$ cat src/design/dhsv_pkg.sv
// ----------------------------------------------------------------------------
// Datagram header validator package
// Shared types, verdict codes, register indexes and header constants.
// ----------------------------------------------------------------------------
package dhsv_pkg;

    // Position counter width; it saturates at its all-ones value.
    localparam int POS_W = 11;

    // Header layout.
    localparam int HDR_BYTES = 14;
    localparam int SEG_BYTES = 24;
    localparam int MIN_BYTES = HDR_BYTES + SEG_BYTES;

    // Field widths.
    localparam int SESSION_W  = 64;
    localparam int GCOUNT_W   = 4;
    localparam int GROUP_W    = 16;
    localparam int FIELD_W    = 5;
    localparam int LEN_W      = 32;
    localparam int PAYLOAD_W  = 11;
    localparam int CFG_IDX_W  = 1;
    localparam int CFG_DATA_W = 64;

    // Segment command range; only a data command may carry a length.
    localparam logic [7:0] CMD_MIN  = 8'd81;
    localparam logic [7:0] CMD_MAX  = 8'd84;
    localparam logic [7:0] CMD_DATA = 8'd81;

    // Last byte index of a segment header.
    localparam logic [FIELD_W-1:0] SEG_LAST = FIELD_W'(SEG_BYTES - 1);

    // Configuration register indexes.
    typedef enum logic [CFG_IDX_W-1:0] {
        REG_SESSION     = 1'b0,
        REG_GROUP_COUNT = 1'b1
    } cfg_reg_t;

    // Verdict codes; zero means no fault.
    typedef enum logic [3:0] {
        V_OK      = 4'd0,
        V_PEER    = 4'd1,
        V_SIZE    = 4'd2,
        V_MAGIC   = 4'd3,
        V_SESSION = 4'd4,
        V_GROUP   = 4'd5,
        V_CONV    = 4'd6,
        V_CMD     = 4'd7,
        V_FRAG    = 4'd8,
        V_LENGTH  = 4'd9
    } verdict_t;

    // Status from the segment walker for the current byte.
    typedef struct packed {
        verdict_t fault;  // fault noted on this byte, V_OK for none
        logic     busy;   // a segment header or its data is still open
    } walk_status_t;

    // Expected magic byte at header offsets zero to three.
    function automatic logic [7:0] magic_byte(input logic [1:0] sel);
        logic [7:0] b;
        case (sel)
            2'd0:    b = 8'h44;  // 'D'
            2'd1:    b = 8'h55;  // 'U'
            2'd2:    b = 8'h52;  // 'R'
            2'd3:    b = 8'h31;  // '1'
            default: b = 8'h00;
        endcase
        return b;
    endfunction

endpackage

$ cat src/design/dhsv_ifs.sv
// ----------------------------------------------------------------------------
// Datagram header validator channels
// Byte input, result output and configuration write channels.
// ----------------------------------------------------------------------------

// Byte input channel.
interface dhsv_in_if;
    logic       valid;
    logic       ready;
    logic [7:0] data_byte;
    logic       last_byte;
    logic       peer_usable;

    modport source (output valid, output data_byte, output last_byte,
                    output peer_usable, input ready);
    modport sink   (input valid, input data_byte, input last_byte,
                    input peer_usable, output ready);
endinterface

// Result output channel.
interface dhsv_out_if;
    logic        valid;
    logic        ready;
    logic        accepted;
    logic [3:0]  verdict;
    logic [2:0]  group_index;
    logic [10:0] payload_bytes;

    modport source (output valid, output accepted, output verdict,
                    output group_index, output payload_bytes, input ready);
    modport sink   (input valid, input accepted, input verdict,
                    input group_index, input payload_bytes, output ready);
endinterface

// Configuration write channel.
interface dhsv_cfg_if;
    logic        valid;
    logic        ready;
    logic [0:0]  reg_index;
    logic [63:0] wdata;

    modport source (output valid, output reg_index, output wdata, input ready);
    modport sink   (input valid, input reg_index, input wdata, output ready);
endinterface

$ cat src/design/dhsv_seg_walk.sv
// ----------------------------------------------------------------------------
// Datagram header validator segment walker
// Tracks the 24-byte segment headers and their data after the main header.
// ----------------------------------------------------------------------------
module dhsv_seg_walk
    import dhsv_pkg::*;
#(
    parameter int MAX_DATAGRAM = 1400
)
(
    input  logic             clk,
    input  logic             rst_n,
    input  logic             step,      // a byte is processed this cycle
    input  logic             walk,      // the byte lies past the main header
    input  logic             clear,     // the byte ends the datagram
    input  logic [7:0]       data_byte,
    input  logic [POS_W-1:0] position,
    output walk_status_t     status
);

    localparam logic [POS_W:0] MAX_W = (POS_W+1)'(MAX_DATAGRAM);

    logic [FIELD_W-1:0] field_reg,   field_next;
    logic [7:0]         cmd_reg,     cmd_next;
    logic [LEN_W-1:0]   len_reg,     len_next;
    logic [POS_W-1:0]   left_reg,    left_next;
    verdict_t           pend_reg,    pend_next;

    logic [POS_W:0]     used;
    logic [POS_W:0]     room;
    verdict_t           fault;

    // Room left in the largest datagram after this byte.
    assign used = {1'b0, position} + (POS_W+1)'(1);
    assign room = (used < MAX_W) ? (MAX_W - used) : '0;

    // Next segment state for this byte.
    always_comb
    begin
        field_next = field_reg;
        cmd_next   = cmd_reg;
        len_next   = len_reg;
        left_next  = left_reg;
        pend_next  = pend_reg;
        fault      = V_OK;
        if (walk) begin
            if (left_reg != '0) begin
                // Segment data byte.
                left_next = left_reg - POS_W'(1);
            end
            else begin
                // Field checks within the segment header.
                if (field_reg < FIELD_W'(4)) begin
                    if (data_byte != 8'h00 && pend_reg == V_OK)
                        pend_next = V_CONV;
                end
                else if (field_reg == FIELD_W'(4)) begin
                    cmd_next = data_byte;
                    if ((data_byte < CMD_MIN || data_byte > CMD_MAX) && pend_reg == V_OK)
                        pend_next = V_CMD;
                end
                else if (field_reg == FIELD_W'(5)) begin
                    if (data_byte != 8'h00 && (pend_reg == V_OK || pend_reg == V_CMD))
                        pend_next = V_FRAG;
                end
                else if (field_reg >= FIELD_W'(20)) begin
                    // Little-endian length; the first length byte clears the rest.
                    case (field_reg[1:0])
                        2'd0:    len_next = {24'h000000, data_byte};
                        2'd1:    len_next[15:8]  = data_byte;
                        2'd2:    len_next[23:16] = data_byte;
                        2'd3:    len_next[31:24] = data_byte;
                        default: len_next = len_reg;
                    endcase
                end

                // Header complete: report a held fault or check the length.
                if (field_reg != SEG_LAST) begin
                    field_next = field_reg + FIELD_W'(1);
                end
                else begin
                    field_next = '0;
                    if (pend_next != V_OK) begin
                        fault     = pend_next;
                        pend_next = V_OK;
                    end
                    else if (len_next > LEN_W'(room)) begin
                        fault = V_LENGTH;
                    end
                    else if (cmd_next != CMD_DATA && len_next != '0) begin
                        fault = V_LENGTH;
                    end
                    else begin
                        left_next = len_next[POS_W-1:0];
                    end
                end
            end
        end
    end

    assign status.fault = fault;
    assign status.busy  = (field_next != '0) || (left_next != '0);

    // Segment state registers, cleared at the end of each datagram.
    always_ff @(posedge clk or negedge rst_n)
    begin
        if (!rst_n) begin
            field_reg <= '0;
            cmd_reg   <= '0;
            len_reg   <= '0;
            left_reg  <= '0;
            pend_reg  <= V_OK;
        end
        else if (step) begin
            if (clear) begin
                field_reg <= '0;
                cmd_reg   <= '0;
                len_reg   <= '0;
                left_reg  <= '0;
                pend_reg  <= V_OK;
            end
            else begin
                field_reg <= field_next;
                cmd_reg   <= cmd_next;
                len_reg   <= len_next;
                left_reg  <= left_next;
                pend_reg  <= pend_next;
            end
        end
    end

endmodule

$ cat src/design/datagram_header_segment_validator.sv
// ----------------------------------------------------------------------------
// Datagram header and segment validator
// Checks a byte-serial datagram's header and segment chain and gives one
// verdict per datagram on its last byte.
// ----------------------------------------------------------------------------
//  Channel  Direction  Moves          Payload
//  in_ch    sink       one byte item  data_byte, last_byte, peer_usable
//  out_ch   source     one verdict    accepted, verdict, group_index, payload_bytes
//  cfg      sink       register write reg_index, wdata (always ready)
//
// One byte item is taken per cycle while no last byte waits on the output. An
// item is held in the input register and is checked against the per-datagram
// state as it leaves; on a last byte the verdict is loaded into the output
// register as that byte leaves the input register, and is offered from there.
// Reset clears all per-datagram state and sets group_count to one.
// Only a last byte waits on a full output register; other bytes keep flowing
// while a verdict is still waiting to be taken.
// ----------------------------------------------------------------------------
module datagram_header_segment_validator
    import dhsv_pkg::*;
#(
    parameter int MAX_DATAGRAM = 1400
)
(
    input  logic          clk,
    input  logic          rst_n,
    dhsv_in_if.sink       in_ch,
    dhsv_out_if.source    out_ch,
    dhsv_cfg_if.sink      cfg
);

    localparam logic [POS_W-1:0] MAX_POS   = POS_W'(MAX_DATAGRAM);
    localparam logic [POS_W-1:0] MIN_IDX   = POS_W'(MIN_BYTES - 1);
    localparam logic [POS_W-1:0] HDR_POS   = POS_W'(HDR_BYTES);
    localparam logic [POS_W-1:0] HDR_LAST  = POS_W'(HDR_BYTES - 1);

    // Configuration registers.
    logic [SESSION_W-1:0] session_reg;
    logic [GCOUNT_W-1:0]  gcount_reg;

    // Input register.
    logic                 in_valid_reg;
    logic [7:0]           byte_reg;
    logic                 last_reg;
    logic                 peer_in_reg;

    // Per-datagram state.
    logic [POS_W-1:0]     pos_reg,   pos_next;
    logic                 peer_reg,  peer_next;
    logic [GROUP_W-1:0]   group_reg, group_next;
    verdict_t             err_reg,   err_next;

    // Output register.
    logic                 out_valid_reg;
    logic                 acc_reg;
    verdict_t             verdict_reg, verdict_next;
    logic [2:0]           gidx_reg;
    logic [PAYLOAD_W-1:0] payload_reg;

    logic                 advance;
    logic                 walk;
    logic [2:0]           sess_sel;
    logic [7:0]           sess_byte;
    verdict_t             hdr_fault;
    walk_status_t         wstat;

    // Byte stage moves unless a last byte meets a full output register.
    assign advance     = in_valid_reg && (!last_reg || !out_valid_reg || out_ch.ready);
    assign in_ch.ready = !in_valid_reg || advance;
    assign cfg.ready   = 1'b1;
    assign walk        = (pos_reg >= HDR_POS);

    // Configuration writes.
    always_ff @(posedge clk or negedge rst_n)
    begin
        if (!rst_n) begin
            session_reg <= '0;
            gcount_reg  <= GCOUNT_W'(1);
        end
        else if (cfg.valid) begin
            case (cfg_reg_t'(cfg.reg_index))
                REG_SESSION:     session_reg <= cfg.wdata;
                REG_GROUP_COUNT: gcount_reg  <= cfg.wdata[GCOUNT_W-1:0];
                default:         session_reg <= session_reg;
            endcase
        end
    end

    // Input register.
    always_ff @(posedge clk or negedge rst_n)
    begin
        if (!rst_n)
            in_valid_reg <= 1'b0;
        else if (in_ch.ready)
            in_valid_reg <= in_ch.valid;
    end

    always_ff @(posedge clk)
    begin
        if (in_ch.ready && in_ch.valid) begin
            byte_reg    <= in_ch.data_byte;
            last_reg    <= in_ch.last_byte;
            peer_in_reg <= in_ch.peer_usable;
        end
    end

    // Segment walker for bytes past the main header.
    dhsv_seg_walk #(
        .MAX_DATAGRAM (MAX_DATAGRAM)
    ) u_seg_walk (
        .clk       (clk),
        .rst_n     (rst_n),
        .step      (advance),
        .walk      (walk),
        .clear     (last_reg),
        .data_byte (byte_reg),
        .position  (pos_reg),
        .status    (wstat)
    );

    // Session byte for header offsets four to eleven.
    assign sess_sel  = pos_reg[2:0] + 3'd4;
    assign sess_byte = session_reg[{sess_sel, 3'b000} +: 8];

    // Main header checks and group capture.
    always_comb
    begin
        group_next = group_reg;
        hdr_fault  = V_OK;
        if (pos_reg < POS_W'(4)) begin
            if (byte_reg != magic_byte(pos_reg[1:0]))
                hdr_fault = V_MAGIC;
        end
        else if (pos_reg < POS_W'(12)) begin
            if (byte_reg != sess_byte)
                hdr_fault = V_SESSION;
        end
        else if (pos_reg == POS_W'(12)) begin
            group_next[7:0] = byte_reg;
        end
        else if (pos_reg == HDR_LAST) begin
            group_next[15:8] = byte_reg;
            if (group_next >= GROUP_W'(gcount_reg))
                hdr_fault = V_GROUP;
        end
    end

    // First fault, peer latch, position and verdict.
    always_comb
    begin
        err_next = err_reg;
        if (err_next == V_OK && hdr_fault != V_OK)
            err_next = hdr_fault;
        if (err_next == V_OK && wstat.fault != V_OK)
            err_next = wstat.fault;
        if (err_next == V_OK && last_reg && wstat.busy)
            err_next = V_LENGTH;

        peer_next = (pos_reg == '0) ? peer_in_reg : peer_reg;
        pos_next  = (&pos_reg) ? pos_reg : pos_reg + POS_W'(1);

        if (!peer_next)
            verdict_next = V_PEER;
        else if (pos_reg >= MAX_POS || pos_reg < MIN_IDX)
            verdict_next = V_SIZE;
        else
            verdict_next = err_next;
    end

    // Per-datagram state, cleared after the last byte.
    always_ff @(posedge clk or negedge rst_n)
    begin
        if (!rst_n) begin
            pos_reg   <= '0;
            peer_reg  <= 1'b0;
            group_reg <= '0;
            err_reg   <= V_OK;
        end
        else if (advance) begin
            if (last_reg) begin
                pos_reg   <= '0;
                peer_reg  <= 1'b0;
                group_reg <= '0;
                err_reg   <= V_OK;
            end
            else begin
                pos_reg   <= pos_next;
                peer_reg  <= peer_next;
                group_reg <= group_next;
                err_reg   <= err_next;
            end
        end
    end

    // Output register.
    always_ff @(posedge clk or negedge rst_n)
    begin
        if (!rst_n)
            out_valid_reg <= 1'b0;
        else if (advance && last_reg)
            out_valid_reg <= 1'b1;
        else if (out_ch.ready)
            out_valid_reg <= 1'b0;
    end

    always_ff @(posedge clk)
    begin
        if (advance && last_reg) begin
            acc_reg     <= (verdict_next == V_OK);
            verdict_reg <= verdict_next;
            gidx_reg    <= (verdict_next == V_OK) ? group_next[2:0] : 3'd0;
            payload_reg <= (verdict_next == V_OK) ? (pos_reg - HDR_LAST) : '0;
        end
    end

    assign out_ch.valid         = out_valid_reg;
    assign out_ch.accepted      = acc_reg;
    assign out_ch.verdict       = verdict_reg;
    assign out_ch.group_index   = gidx_reg;
    assign out_ch.payload_bytes = payload_reg;

endmodule
$ cat src/flat_wrapper.sv
// flat-port wrapper written by rule: the top's interface ports become plain ports
module datagram_header_segment_validator_flat import dhsv_pkg::*;
#(
    parameter int MAX_DATAGRAM = 1400
)
  (clk, rst_n, in_ch_valid, in_ch_data_byte, in_ch_last_byte, in_ch_peer_usable, in_ch_ready, out_ch_valid, out_ch_accepted, out_ch_verdict, out_ch_group_index, out_ch_payload_bytes, out_ch_ready, cfg_valid, cfg_reg_index, cfg_wdata, cfg_ready);
  dhsv_in_if in_ch_i ();
  dhsv_out_if out_ch_i ();
  dhsv_cfg_if cfg_i ();
  input  logic clk;
  input  logic rst_n;
  input wire logic [$bits(in_ch_i.valid)-1:0] in_ch_valid;
  input wire logic [$bits(in_ch_i.data_byte)-1:0] in_ch_data_byte;
  input wire logic [$bits(in_ch_i.last_byte)-1:0] in_ch_last_byte;
  input wire logic [$bits(in_ch_i.peer_usable)-1:0] in_ch_peer_usable;
  output wire logic [$bits(in_ch_i.ready)-1:0] in_ch_ready;
  output wire logic [$bits(out_ch_i.valid)-1:0] out_ch_valid;
  output wire logic [$bits(out_ch_i.accepted)-1:0] out_ch_accepted;
  output wire logic [$bits(out_ch_i.verdict)-1:0] out_ch_verdict;
  output wire logic [$bits(out_ch_i.group_index)-1:0] out_ch_group_index;
  output wire logic [$bits(out_ch_i.payload_bytes)-1:0] out_ch_payload_bytes;
  input wire logic [$bits(out_ch_i.ready)-1:0] out_ch_ready;
  input wire logic [$bits(cfg_i.valid)-1:0] cfg_valid;
  input wire logic [$bits(cfg_i.reg_index)-1:0] cfg_reg_index;
  input wire logic [$bits(cfg_i.wdata)-1:0] cfg_wdata;
  output wire logic [$bits(cfg_i.ready)-1:0] cfg_ready;
  assign in_ch_i.valid = in_ch_valid;
  assign in_ch_i.data_byte = in_ch_data_byte;
  assign in_ch_i.last_byte = in_ch_last_byte;
  assign in_ch_i.peer_usable = in_ch_peer_usable;
  assign in_ch_ready = in_ch_i.ready;
  assign out_ch_valid = out_ch_i.valid;
  assign out_ch_accepted = out_ch_i.accepted;
  assign out_ch_verdict = out_ch_i.verdict;
  assign out_ch_group_index = out_ch_i.group_index;
  assign out_ch_payload_bytes = out_ch_i.payload_bytes;
  assign out_ch_i.ready = out_ch_ready;
  assign cfg_i.valid = cfg_valid;
  assign cfg_i.reg_index = cfg_reg_index;
  assign cfg_i.wdata = cfg_wdata;
  assign cfg_ready = cfg_i.ready;
  datagram_header_segment_validator #(.MAX_DATAGRAM(MAX_DATAGRAM)) u_core (.clk(clk), .rst_n(rst_n), .in_ch(in_ch_i), .out_ch(out_ch_i), .cfg(cfg_i));
endmodule
$ cat config.mk
export PLATFORM = sky130hd
export DESIGN_NAME = datagram_header_segment_validator_flat
export DESIGN_NICKNAME = d
export VERILOG_FILES = /design/src/design/dhsv_pkg.sv /design/src/design/dhsv_ifs.sv /design/src/design/dhsv_seg_walk.sv /design/src/design/datagram_header_segment_validator.sv /design/src/flat_wrapper.sv
export SDC_FILE = /design/constraint.sdc
export NUM_CORES = 1
export LEC_CHECK = 0
export BUFFER_PORTS_ARGS = -buffer_cell sky130_fd_sc_hd__clkbuf_2
export CELL_PAD_IN_SITES_DETAIL_PLACEMENT = 0
export CELL_PAD_IN_SITES_GLOBAL_PLACEMENT = 1
export CORE_MARGIN = 5
export CORE_UTILIZATION = 40
export DETAILED_ROUTE_END_ITERATION = 10
export GPL_TIMING_DRIVEN = 1
export PLACE_DENSITY = 0.69
export SLEW_MARGIN = 20
export SYNTH_ARGS = -nofsm -noshare
export SYNTH_HDL_FRONTEND = slang
export SYNTH_SLANG_ARGS = --single-unit
$ cat constraint.sdc
create_clock -name clk -period 7.8 [get_ports clk]
set_input_delay 1.56 -clock clk [delete_from_list [all_inputs] [get_ports clk]]
set_output_delay 1.56 -clock clk [all_outputs]
set_load 0.02 [all_outputs]
# Yosys cells after proc, flatten, opt, wreduce, memory -nomap -nowiden
# Cells that the tools add are included.
# W data, S select, Z words.
word_totals:
  register_bits: 183
  output_inout_bits: 22
  in_bits: 80
  elab_cells: 183
classes:
  bitwise: 1
  n_reduce_logical: 46
  n_eq_ne: 19
  magnitude_cmp: 12
  muxes: 76
  shifts: 1
  add_sub_neg: 7
op_table:
  columns: ["operator", "n"]
  rows:
  - ["$mux W32", 9]
  - ["$mux W4", 29]
  - ["$mux W8", 13]
  - ["$mux W11", 9]
  - ["$shiftx A64 B7 Y8", 1]
  - ["$pmux W8 S2", 3]
  - ["$gt A32 B12 Y1", 1]
  - ["$pmux W8 S4", 1]
  - ["$reduce_bool A32 Y1", 1]
  - ["$eq A11 B4 Y1 const B", 2]
  - ["$reduce_bool A11 Y1", 2]
  - ["$logic_not A4 Y1", 5]
  - ["$mux W5", 4]
  - ["$ge A16 B4 Y1", 1]
  - ["$ne A8 B8 Y1", 2]
  - ["$add A11 B1 Y12 const B", 1]
  - ["$lt A12 B11 Y1 const B", 1]
  - ["$mux W12", 1]
  - ["$reduce_bool A4 Y1", 3]
  - ["$sub A11 B12 Y12 const A", 1]
  - ["$add A11 B1 Y11 const B", 1]
  - ["$ge A11 B11 Y1 const B", 1]
  - ["$ge A11 B4 Y1 const B", 1]
  - ["$logic_and A1 B1 Y1", 11]
  - ["other kinds (33)", 58]

# Depth between registers and ports, before layout
# Gate-level depths: netlist of run 1.
logic_depth:
  depth_word: 26
  depth_mapped: 27
  mapped_depth_nobuf: 21

# Modules after synthesis
# A second synthesis of run 1 with hierarchy kept.
unflattened:
  hier_cells: 937
  hier_area_um2: 10273.6
modules_own_cells:
  columns: ["mod", "instances", "cells_each", "area_per_inst_um2"]
  rows:
  - ["datagram_header_segment_validator", 1, 485, 6095.8]
  - ["dhsv_seg_walk", 1, 452, 4177.8]

# Least setup slack after synthesis of run 1
# Ideal clock, no wire load.
synth_path:
  path_type: "register to register"
  startpoint: "reg u_core.pos_reg[2]"
  endpoint: "reg u_core.payload_reg[0], in the netlist u_core.out_ch.payload_bytes[0] (data pin)"
  n_path_buf: 6
  t_arrival_ps: 5269
  setup_slack_ps: 2259
  required_time_ps: 7528
  path_stages_with_launch: 27
  path_cell_list: "dfrtp_1 > buf_2 > buf_4 > buf_1 > and2_1 > and3_1 > clkbuf_1 > nand3_1 > xor2_1 > a21boi_0 > nor3_1 > a21oi_1 > o32a_1 > clkbuf_1 > nand2_1 > ha_1 > a21oi_1 > o21ai_0 > a2111oi_0 > a211oi_1 > or4b_1 > o311a_1 > nand4_1 > nor4_2 > nor3_2 > buf_6 > nor3_2"
synth_via:
  elab_chain_cells: 19
synth_rtl:
  columns: ["element", "line", "rtl"]
  rows:
  - ["from (decl)", "datagram_header_segment_validator.sv:48", "logic [POS_W-1:0] pos_reg, pos_next;"]
  - ["from (signal assigned)", "datagram_header_segment_validator.sv:187", "pos_reg <= pos_next;"]
  - ["$add A11 B1 Y12 or $add A3 B3 Y3 (tied branches)", "dhsv_seg_walk.sv:34, datagram_header_segment_validator.sv:122", null]
  - ["$sub A11 B12 Y12 (tied with other cells)", "dhsv_seg_walk.sv:35", "assign room = (used < MAX_W) ? (MAX_W - used) : '0;"]
  - ["$mux W12 or $ne A8 B8 Y1 (tied branches)", "dhsv_seg_walk.sv:35, datagram_header_segment_validator.sv:135", null]
  - ["$gt A32 B12 Y1 or $mux W3 (tied branches)", "dhsv_seg_walk.sv:87, datagram_header_segment_validator.sv:135", null]
  - ["$mux W4, on equally long branches", "dhsv_seg_walk.sv:87, datagram_header_segment_validator.sv:134", null]
  - ["$mux W4, on equally long branches", "dhsv_seg_walk.sv:83, datagram_header_segment_validator.sv:130", null]
  - ["$mux W4 or $reduce_bool A4 Y1 (tied branches)", "dhsv_seg_walk.sv:78, datagram_header_segment_validator.sv:152", null]
  - ["$mux W4 or $logic_and A1 B1 Y1 (tied branches)", "dhsv_seg_walk.sv:47, datagram_header_segment_validator.sv:152", null]
  - ["[... 3 more ...]", null, null]
  - ["$mux W4", "datagram_header_segment_validator.sv:154", "if (err_next == V_OK && wstat.fault != V_OK)"]
  - ["$logic_not A4 Y1", "datagram_header_segment_validator.sv:156", "if (err_next == V_OK && last_reg && wstat.busy)"]
  - ["$logic_and A1 B1 Y1 (2 in series)", "datagram_header_segment_validator.sv:156", null]
  - ["$mux W4", "datagram_header_segment_validator.sv:156", null]
  - ["$mux W4", "datagram_header_segment_validator.sv:164", "else if (pos_reg >= MAX_POS || pos_reg < MIN_IDX)"]
  - ["$mux W4 (*)", "datagram_header_segment_validator.sv:162", "if (!peer_next)"]
  - ["via u_core.verdict_next[0]", "datagram_header_segment_validator.sv:56", "verdict_t verdict_reg, verdict_next;"]
  - ["$logic_not A4 Y1 (*)", "datagram_header_segment_validator.sv:212", "payload_reg <= (verdict_next == V_OK) ? (pos_reg - HDR_LAST) : '0;"]
  - ["to (signal assigned)", "datagram_header_segment_validator.sv:212", null]
  - ["to (decl)", "datagram_header_segment_validator.sv:58", "logic [PAYLOAD_W-1:0] payload_reg;"]
# Mark *: on every way through the listed nets, which the timed path passes. The rest lies on a longest branch.
# A chain may end at the register's enable or synchronous reset.

# Worst setup path in the final report of run 1
layout_path:
  startpoint: "reg u_core.pos_reg[1]"
  endpoint: "reg u_core.payload_reg[2], in the netlist u_core.out_ch.payload_bytes[2] (data pin)"
layout_via:
  elab_chain_cells: 19
layout_rtl:
  columns: ["element", "line", "rtl"]
  rows:
  - ["$add A11 B1 Y12 (tied with other cells)", "dhsv_seg_walk.sv:34", "assign used = {1'b0, position} + (POS_W+1)'(1);"]
  - ["$sub A11 B12 Y12 (tied with other cells)", "dhsv_seg_walk.sv:35", null]
  - ["$mux W12 (tied with other cells)", "dhsv_seg_walk.sv:35", null]
  - ["$gt A32 B12 Y1 (tied with other cells)", "dhsv_seg_walk.sv:87", "else if (len_next > LEN_W'(room)) begin"]
  - ["$mux W4 (tied with other cells)", "dhsv_seg_walk.sv:87", null]
  - ["$mux W4, on equally long branches", "dhsv_seg_walk.sv:83, datagram_header_segment_validator.sv:130", null]
  - ["$mux W4 or $reduce_bool A4 Y1 (tied branches)", "dhsv_seg_walk.sv:78, datagram_header_segment_validator.sv:152", null]
  - ["$mux W4 or $logic_and A1 B1 Y1 (tied branches)", "dhsv_seg_walk.sv:47, datagram_header_segment_validator.sv:152", null]
  - ["[... 2 more ...]", null, null]
  - ["$logic_and A1 B1 Y1", "datagram_header_segment_validator.sv:154", null]
  - ["$mux W4", "datagram_header_segment_validator.sv:154", null]
  - ["$logic_not A4 Y1", "datagram_header_segment_validator.sv:156", null]
  - ["$logic_and A1 B1 Y1 (2 in series)", "datagram_header_segment_validator.sv:156", null]
  - ["$mux W4", "datagram_header_segment_validator.sv:156", null]
  - ["$mux W4", "datagram_header_segment_validator.sv:164", null]
  - ["$mux W4", "datagram_header_segment_validator.sv:162", null]
  - ["$logic_not A4 Y1", "datagram_header_segment_validator.sv:212", null]
# Parallel ways exist; a longest one is shown, timed or not. The select of a mux whose other input is x is not followed.

==> run_results.csv, run 1 <==
group,metric,value,unit
outcome,status,"complete, no violations",
sta,skew,0.01629,ns
floorplan,io-pin-count,102,
global_route,grt_pass1_vias,8155,
clock_tree,htreeDepth,4,
clock_tree,insertion_delay,0.44,ns
synth,synth-edff-count,29,
detailed_routing,wirelength,29720,um
global_route,grt_first_pass_wirelength,47030,um
sta,min_period,6.711,ns
global_route,grt_max_degree,84,
detailed_routing,wl_met2,14510,um
finish,n_fill_cell,2476,
sta,finalSetupTns,0,ns
clock_tree,clk_pin_slew,0.08,ns
clock_tree,cts_tree,"done",
synth,netlist.area_leader.share,36.73,%
synth,avgSynthCellArea,10.49,um^2
finish,largest_reg_flops,64,
critical_path,critPathBufInv,0,
finish,drive_gt1_share,23.75,%
detailed_routing,antenna_left,0,
floorplan,fp.coreArea,25840,um^2
critical_path,critical_path_class,"flip-flop to flip-flop",
detailed_routing,vias,8180,
global_route,grtUsageTotal,20.48,%
synth,ys.flop_type,"dfrtp_1",
place,pre_cts_ws,1.189,ns
floorplan,die_x,171.4,um
detailed_routing,dr.max_layer_used,"met4",
critical_path,startpoint_type,"flip-flop",
detailed_routing,viasPerCell,5.789,
critical_path,arrival,6.86,ns
finish,multi_input_area,5336,um^2
synth,ys_ff_latch,183,
sta,max_slew_margin,29.63,%
critical_path,crit_family,"compound AO/OA/AOI/OAI gates",
critical_path,path_cells,"ha_1 > and3_1 > nand3_1 > xor2_1 > o31ai_1 > a21boi_0 > nor3_1 > a21oi_1 > o32a_1 > nand2_1 > ha_1 > a21oi_1 > o21ai_0 > a2111oi_0 > a211oi_1 > nor4b_4 > mux2i_1 > and3_1 > o211ai_1 > a21oi_2 > nor3_1",
synth,synthTopCellsByArea,"dfrtp_1 37%, edfxtp_1 8.4%, mux2_2 7.7%",
clock_tree,cts.sinks,183,
detailed_routing,avgRoutedWirePerCell,21.03,um
place,place.gp.congestion,0.8413,
finish,diodes,0,
flow_run,drv_cap,0,
finish,area_delta_synth_final,13.43,%
synth,synth_area_leader_cell,"dfrtp_1",
detailed_routing,wl_met1,13710,um
clock_tree,numCtsBuffers,17,
place,io_buffers,100,
clock_tree,cts_setup_buffers,0,
clock_tree,clock_tree.root_cell,"clkbuf_16",
pwr,vdd_ir_drop_max,162.9,uV
sta,tightest_slew,1.054,ns
sta,setup_violations,0,
critical_path,slowest_stage,"a21oi_2",
detailed_routing,detailedRoute.firstPassIterationCount,5,
critical_path,worst_ep_required_time,7.95,ns
clock_tree,cts_hold_buf,0,
sta,rsz0062_at_grt,"no",
sta,setup_ws,1.089,ns
synth,yosysWarnings,0,
detailed_routing,wl_met3,1087,um
synth,syn_area,10420,um^2
critical_path,endpoint_kind,"flip-flop",
critical_path,critPathMaxFanout,15,
hold_path,hold_path_class,"flip-flop to flip-flop",
synth,yosysSeqAreaShare,45.33,%
global_route,grt_overflow,0,
synth,synth.most_common_cell,"dfrtp_1",
finish,final_nets,1171,
place,dp_hpwl,21510,um
sta,fmax,149.0,MHz
floorplan,dieArea,29390,um^2
synth,synth_common_cells,"153 x dfrtp_1, 87 x nand2_1, 71 x mux2_2",
pwr,cellPowerDensity,217.9,nW/um^2
sta,drv_slew,0,
global_route,antenna_found_initial,0,
synth,ys_types,84,
synth,synthArstFlopShare,84.15,%
sta,final.period_utilization,86.03,%
synth,syn_inst,994,
finish,seqCellArea,4727,um^2
floorplan,fp.dieH,171.4,um
sta,finalHoldViolations,0,
clock_tree,cts_resized,0,
detailed_routing,dr.first_iter.drc_count,551,
critical_path,max_stage_delay,0.76,ns
detailed_routing,drc,0,
clock_tree,clk_path_buf_depth,2,
finish,post-route-cell-area,11830,um^2
place,placed_area,11180,um^2
floorplan,row_count,59,
floorplan,start_util,40.35,%
pwr,p_leak,5.102,nW
kinds of logic after synthesis:
logic type	after synthesis	share of synthesized area (%)
AO/OA/AOI/OAI	248	16.68
adder cells (fa/ha/maj)	26	3.120
multiplexers	109	12.28
XOR/XNOR	39	3.276
other	1	0.03597
flip-flops	183	45.33
AND/OR/NAND/NOR	300	15.63
buffers and inverters	88	3.648
cells in the final DEF, fill, tap and decap left out, types with 9 or more instances in the layout:
cell type / count
clkbuf_2: 99
o21ai_0: 69
mux2_2: 71
a31oi_1: 9
nor3_1: 29
clkbuf_16: 18
nand4_1: 10
buf_4: 12
edfxtp_1: 29
xor2_1: 16
o31ai_1: 13
xnor2_1: 23
mux2i_1: 30
nor4_1: 10
inv_1: 26
a21oi_1: 32
a22o_1: 37
nand2_1: 87
ha_1: 26
nor3_2: 10
nand3_1: 25
dfrtp_1: 152
and3_1: 16
nor2_1: 53
area by class of cell:
cell class,instances,share of cell area (%)
clock buffers,18,3.809
clock inverters,14,1.640
inverters,27,0.8570
multi-input cells,724,45.13
flip-flops and latches,183,39.97
well taps,335,3.545
repair buffers,112,5.047
power by group:
group	switching [mW]	total, mW	internal (mW)
logic	0.300	0.522	0.223
clock network	0.440	0.928	0.488
registers	0.0663	1.13	1.06
stage by stage:
stage / power (mW) / utilization (%) / std cells / hold WS (ns)
3_5_place_dp: 1.672 / 43.26 / 1381 / 0.4734
2_1_floorplan: 1.504 / - / 995 / 0.4421
4_1_cts: 2.603 / 45.75 / 1413 / 0.4923
6_report: 2.577 / 45.77 / 1413 / 0.4885
5_1_grt: 2.702 / 45.77 / 1413 / 0.5176
3_3_place_gp: 1.664 / 43.26 / 1381 / 0.4659
final timing paths:
check / from / to / slack (ns) / cells after the start
min reg2reg: u_core.u_seg_walk.len_reg[23]$_DFFE_PN0P_ / u_core.u_seg_walk.len_reg[23]$_DFFE_PN0P_ / 0.49 / 2
min in group asynchronous: rst_n / u_core.session_reg[2]$_DFFE_PN0P_ / 1.15 / 1
max in group asynchronous: rst_n / u_core.pos_reg[2]$_DFFE_PN0P_ / 5.13 / 2
max reg2reg: u_core.pos_reg[1]$_DFFE_PN0P_ / u_core.out_ch.payload_bytes[2]$_SDFFCE_PP0P_ / 1.09 / 21
max: u_core.pos_reg[1]$_DFFE_PN0P_ / u_core.out_ch.payload_bytes[2]$_SDFFCE_PP0P_ / 1.09 / 21
min: u_core.u_seg_walk.len_reg[23]$_DFFE_PN0P_ / u_core.u_seg_walk.len_reg[23]$_DFFE_PN0P_ / 0.49 / 2
per-layer routing:
metal | GRT usage (%) | vias to the layer above
li1 | - | 3852
met2 | 33.35 | 190
met3 | 3.287 | 27
met5 | 0 | -
met1 | 28.78 | 4111
met4 | 5.098 | 0
worst register-to-register path, stage by stage (launching register included):
cell and delay (ns):
dfrtp_1 0.67, ha_1 0.59, and3_1 0.31, nand3_1 0.11
xor2_1 0.32, o31ai_1 0.12, a21boi_0 0.26, nor3_1 0.08
a21oi_1 0.14, o32a_1 0.38, nand2_1 0.10, ha_1 0.31
a21oi_1 0.14, o21ai_0 0.11, a2111oi_0 0.40, a211oi_1 0.21
nor4b_4 0.67, mux2i_1 0.25, and3_1 0.26, o211ai_1 0.14
a21oi_2 0.76, nor3_1 0.13
No activity file was read; power rests on OpenSTA's default activity.
==> run 2, diff against run 1 <==
- CORE_ASPECT_RATIO: default -> 1.25
- CORE_UTILIZATION: 40 -> 45
- PLACE_DENSITY: 0.69 -> 0.76
==> run_results.csv, run 2 (synthesis results as in run 1) <==
group,metric,value,unit
place,place.gp.congestion,0.8832,
clock_tree,insertion_delay,0.45,ns
sta,drv_slew,0,
detailed_routing,drc,0,
clock_tree,cts_hold_buf,0,
critical_path,rrSetupSlack,1.17,ns
sta,setup_violations,0,
floorplan,fp.dieH,180.2,um
clock_tree,cts.sinks,183,
pwr,vdd_ir_drop_max,182.0,uV
critical_path,arrival,6.78,ns
global_route,grtUsageTotal,22.10,%
sta,tightest_slew,1.071,ns
critical_path,critPathMaxFanout,15,
flow_run,drv_cap,0,
detailed_routing,detailedRoute.firstPassIterationCount,5,
hold_path,hold_path_class,"flip-flop to flip-flop",
floorplan,fp.coreArea,22880,um^2
floorplan,io-pin-count,102,
floorplan,start_util,45.55,%
hold_path,hold_depth,2,
detailed_routing,antenna_left,0,
sta,rsz0062_at_grt,"no",
clock_tree,cts_resized,0,
global_route,grt_max_degree,79,
critical_path,endpoint_kind,"flip-flop",
critical_path,slowest_stage,"a21oi_2",
critical_path,max_stage_delay,0.72,ns
sta,skew,0.01147,ns
global_route,antenna_found_initial,0,
sta,finalHoldViolations,0,
critical_path,path_cells,"ha_1 > and3_1 > nand3_1 > xor2_1 > o31ai_1 > a21boi_0 > nor3_1 > a21oi_1 > o32a_1 > nand2_1 > ha_1 > a21oi_1 > o21ai_0 > a2111oi_0 > a211oi_1 > nor4b_4 > mux2i_1 > and3_1 > o211ai_1 > a21oi_2 > nor3_1",
finish,multi_input_area,5336,um^2
detailed_routing,viasPerCell,6.036,
finish,largest_reg_flops,64,
finish,drive_gt1_share,23.68,%
floorplan,dieArea,26330,um^2
critical_path,critical_path_class,"flip-flop to flip-flop",
finish,layout_common_cells,"152 x dfrtp_1, 99 x clkbuf_2, 87 x nand2_1",
hold_path,min_to,"u_core.u_seg_walk.len_reg[31]$_DFFE_PN0P_",
sta,max_slew_margin,28.54,%
detailed_routing,wirelength,28840,um
outcome,status,"complete, no violations",
clock_tree,clock_tree.root_cell,"clkbuf_16",
detailed_routing,vias,8239,
sta,fmax,150.9,MHz
clock_tree,clk_pin_slew,0.07,ns
global_route,grt_first_pass_wirelength,46410,um
finish,area_delta_synth_final,12.90,%
hold_path,min_from,"u_core.u_seg_walk.len_reg[31]$_DFFE_PN0P_",
global_route,grt_overflow,0,
clock_tree,cts_setup_buffers,0,
pwr,fin_total_pwr,2.570,mW
pwr,cellPowerDensity,218.4,nW/um^2
critical_path,worst_ep_required_time,7.96,ns
clock_tree,clk_path_buf_depth,2,
detailed_routing,dr.first_iter.drc_count,655,
clock_tree,cts_tree,"done",
global_route,grt_pass1_vias,8378,
finish,final_common_cell,"dfrtp_1",
floorplan,die_x,146.1,um
finish,diodes,0,
place,io_buffers,100,
place,dp_hpwl,21070,um
finish,seqCellArea,4727,um^2
sta,finalSetupTns,0,ns
floorplan,row_count,62,
critical_path,worstRegToRegCells,21,
clock_tree,numCtsBuffers,17,
critical_path,r2r-end,"u_core.out_ch.payload_bytes[2]$_SDFFCE_PP0P_",
finish,n_fill_cell,2067,
sta,min_period,6.625,ns
critical_path,startpoint_type,"flip-flop",
finish,final_nets,1170,
pwr,p_leak,5.097,nW
critical_path,timing.rr.start,"u_core.pos_reg[1]$_DFFE_PN0P_",
detailed_routing,avgRoutedWirePerCell,21.13,um
sta,final.period_utilization,84.94,%
clock_tree,htreeDepth,4,
## run 2: stage by stage
stage / area, um^2 / hold WS (ns) / setup WS, ns / utilization (%) / std cells
final: 11770 / 0.4814 / 1.175 / 51.43 / 1365
after CTS: 11740 / 0.4874 / 1.179 / 51.30 / 1364
after detailed placement: 11100 / 0.4709 / 1.217 / 48.52 / 1332
after floorplan: 10430 / 0.4421 / 2.259 / - / 995
after global placement: 11100 / 0.4634 / 1.403 / 48.52 / 1332
after global routing: 11770 / 0.5138 / 0.4845 / 51.43 / 1365
## run 2: critical path: cells and delay by family, from the launching register on
family | cells | cell delay [ns]
xor gates and xnor gates | 1 | 0.34
AOI/OAI and AO/OA | 10 | 2.58
muxes | 1 | 0.26
DFF | 1 | 0.64
adders and majority gates | 2 | 0.87
and+or+nand+nor | 7 | 1.64
## run 2: how the worst max path moves through the flow
| stage | startpoint | end | slack (ns) | cells past startpoint |
|---|---|---|---|---|
| 2_1_floorplan | u_core.pos_reg[2]$_DFFE_PN0P_ | u_core.out_ch.payload_bytes[0]$_SDFFCE_PP0P_ | 2.26 | 26 |
| 3_3_place_gp | u_core.pos_reg[1]$_DFFE_PN0P_ | u_core.out_ch.payload_bytes[4]$_SDFFCE_PP0P_ | 1.40 | 21 |
| 3_5_place_dp | u_core.pos_reg[1]$_DFFE_PN0P_ | u_core.out_ch.group_index[0]$_SDFFCE_PP0P_ | 1.22 | 21 |
| 4_1_cts | u_core.pos_reg[1]$_DFFE_PN0P_ | u_core.out_ch.payload_bytes[2]$_SDFFCE_PP0P_ | 1.18 | 21 |
| 5_1_grt | u_core.pos_reg[1]$_DFFE_PN0P_ | u_core.out_ch.payload_bytes[2]$_SDFFCE_PP0P_ | 0.48 | 21 |
| 6_report | u_core.pos_reg[1]$_DFFE_PN0P_ | u_core.out_ch.payload_bytes[2]$_SDFFCE_PP0P_ | 1.17 | 21 |
## run 2: final cells by class
type	instances	area share, %
multi-input combinational	724	45.34
sequential	183	40.16
timing repair buffer	111	5.177
clock buffer	18	3.827
tap	288	3.062
clock inverter	14	1.573
inverter	27	0.8611
## run 2: power by group
group | switching (mW) | total, mW | internal [mW]
clock network | 0.414 | 0.921 | 0.507
registers | 0.0641 | 1.12 | 1.06
logic | 0.300 | 0.524 | 0.224
total | 0.779 | 2.57 | 1.79
## run 2: routing by layer
| metal | vias up | part of all wire (%) | track usage (%) |
|---|---|---|---|
| met2 | 232 | 51 | 38.58 |
| met3 | 55 | 4.4 | 3.950 |
| met1 | 4090 | 41 | 26.70 |
| met4 | 0 | 3.8 | 9.639 |
| met5 | - | 0 | 0 |
| li1 | 3862 | - | - |
==> run 3, diff against run 2 <==
- clock period: 7.8 -> 6.1 ns (I/O delays scaled with it)
==> run_results.csv, run 3 (synthesis results as in run 1) <==
group,metric,value,unit
clock_tree,cts_resized,0,
clock_tree,htreeDepth,4,
clock_tree,cts_hold_buf,0,
global_route,grtUsageMet2,38.90,%
outcome,status,"complete, no violations",
detailed_routing,vias,8291,
floorplan,die_x,146.1,um
pwr,p_leak,5.128,nW
sta,setup_violations,0,
finish,final_cells,1377,
critical_path,startpoint_type,"flip-flop",
critical_path,arrival,5.83,ns
global_route,use_met1,26.62,%
sta,min_period,5.557,ns
pwr,internal_power,2.198,mW
sta,finalHoldViolations,0,
pwr,vdd_ir_drop_max,213.3,uV
critical_path,max_stage_delay,0.47,ns
sta,skew,0.01228,ns
detailed_routing,dr.first_iter.drc_count,654,
place,place.gp.congestion,0.8934,
critical_path,critical_path_class,"flip-flop to flip-flop",
sta,holdWs,0.4812,ns
detailed_routing,detailedRoute.firstPassIterationCount,6,
flow_run,drv_cap,0,
global_route,grt.met3_usage,4.654,%
clock_tree,clock_tree.root_cell,"clkbuf_16",
sta,rsz0062_at_grt,"no",
critical_path,critPathBufInv,1,
floorplan,start_util,45.55,%
finish,diodes,0,
floorplan,fp.coreArea,22880,um^2
finish,n_fill_cell,2063,
global_route,grt_max_degree,106,
floorplan,fp.dieH,180.2,um
pwr,p_switching,0.9900,mW
clock_tree,clk_pin_slew,0.07,ns
global_route,grt_pass1_vias,8477,
critical_path,crit_family,"compound AO/OA/AOI/OAI gates",
pwr,seqPwrFrac,44.9,%
floorplan,io-pin-count,102,
global_route,grt_first_pass_wirelength,46760,um
finish,area_delta_synth_final,13.07,%
clock_tree,insertion_delay,0.45,ns
critical_path,worst_ep_required_time,6.37,ns
sta,drv_slew,0,
finish,largest_reg_flops,64,
pwr,clockPowerShare,33.4,%
detailed_routing,viasPerCell,6.021,
sta,finalSetupTns,0,ns
pwr,cellPowerDensity,270.4,nW/um^2
floorplan,row_count,62,
place,dp.cells,1344,
detailed_routing,antenna_left,0,
finish,drive_gt1_share,24.43,%
clock_tree,cts_tree,"done",
pwr,switching_share,31.06,%
global_route,busiest_layer,"met2",
finish,final_common_cell,"dfrtp_1",
sta,fmax,180.0,MHz
pwr,pwr-share-comb,21.7,%
clock_tree,clk_path_buf_depth,2,
critical_path,critPathMaxFanout,15,
floorplan,dieArea,26330,um^2
hold_path,hold_path_class,"flip-flop to flip-flop",
critical_path,slowest_stage,"dfrtp_1",
clock_tree,cts_setup_buffers,0,
detailed_routing,drc,0,
finish,layout_common_cells,"152 x dfrtp_1, 99 x clkbuf_2, 87 x nand2_1",
place,dp_hpwl,21200,um
sta,max_slew_margin,35.99,%
global_route,antenna_found_initial,0,
sta,setup_ws,0.5431,ns
sta,final.period_utilization,91.10,%
pwr,fin_total_pwr,3.188,mW
critical_path,endpoint_kind,"flip-flop",
detailed_routing,avgRoutedWirePerCell,21.23,um
critical_path,path_cells,"and2_1 > and3_1 > nand3_1 > xor2_1 > a21boi_0 > nor3_1 > a21oi_1 > o32a_1 > nand2_1 > ha_1 > a21oi_1 > o21ai_0 > a2111oi_0 > a211oi_1 > nor4b_4 > o311a_1 > nand4_1 > o211ai_1 > a21oi_2 > buf_4 > nor3_1",
clock_tree,cts.sinks,183,
place,pre_cts_ws,0.6343,ns
clock_tree,numCtsBuffers,17,
place,io_buffers,100,
finish,final_nets,1182,
detailed_routing,wirelength,29230,um
global_route,grtUsageTotal,22.43,%
global_route,grt_overflow,0,
sta,tightest_slew,0.9601,ns
run 3: layout make-up:
class / instances / area (um^2) / area share, %
clock inverters: 13 / 115.1 / 0.9765
flip-flops and latches: 183 / 4727 / 40.10
inverters: 27 / 101.3 / 0.8598
clock buffers: 19 / 442.9 / 3.758
repair buffers: 123 / 699.4 / 5.934
well taps: 288 / 360.3 / 3.057
multi-input cells: 724 / 5341 / 45.31
run 3: power by group through the flow:
stage / sequential, mW / clock [mW] / combinational (mW)
after floorplan: 1.44 / 0 / 0.483
after global placement: 1.45 / 0 / 0.684
after detailed placement: 1.45 / 0 / 0.690
after CTS: 1.43 / 1.09 / 0.694
after global routing: 1.44 / 1.14 / 0.757
final: 1.43 / 1.07 / 0.692
run 3: routing by layer:
| metal | vias up | wire (um) |
|---|---|---|
| met5 | - | 0 |
| met4 | 0 | 1246 |
| met3 | 63 | 1415 |
| met2 | 270 | 14740 |
| met1 | 4079 | 11820 |
| li1 | 3879 | - |
run 3: final timing paths:
| check | end | cells after the start | from | slack [ns] |
|---|---|---|---|---|
| min reg2reg | u_core.peer_reg$_DFFE_PN0P_ | 2 | u_core.peer_reg$_DFFE_PN0P_ | 0.48 |
| max | u_core.out_ch.group_index[1]$_SDFFCE_PP0P_ | 21 | u_core.pos_reg[0]$_DFFE_PN0P_ | 0.54 |
| max in group asynchronous | u_core.u_seg_walk.left_reg[3]$_DFFE_PN0P_ | 2 | rst_n | 4.34 |
| min in group asynchronous | u_core.session_reg[48]$_DFFE_PN0P_ | 1 | rst_n | 0.71 |
| min | u_core.peer_reg$_DFFE_PN0P_ | 2 | u_core.peer_reg$_DFFE_PN0P_ | 0.48 |
| max reg2reg | u_core.out_ch.group_index[1]$_SDFFCE_PP0P_ | 21 | u_core.pos_reg[0]$_DFFE_PN0P_ | 0.54 |
run 3: tightest hold or removal path, stage by stage (launching register included):
cell and delay [ns]:
dfrtp_1 0.35, nand2_1 0.04, o21ai_0 0.06
run 3: per-stage QoR:
| step | cell area, um^2 | util (%) |
|---|---|---|
| floorplan | 10430 | - |
| global placement | 11190 | 48.91 |
| detailed placement | 11190 | 48.91 |
| CTS | 11750 | 51.35 |
| global route | 11790 | 51.51 |
| finish | 11790 | 51.51 |
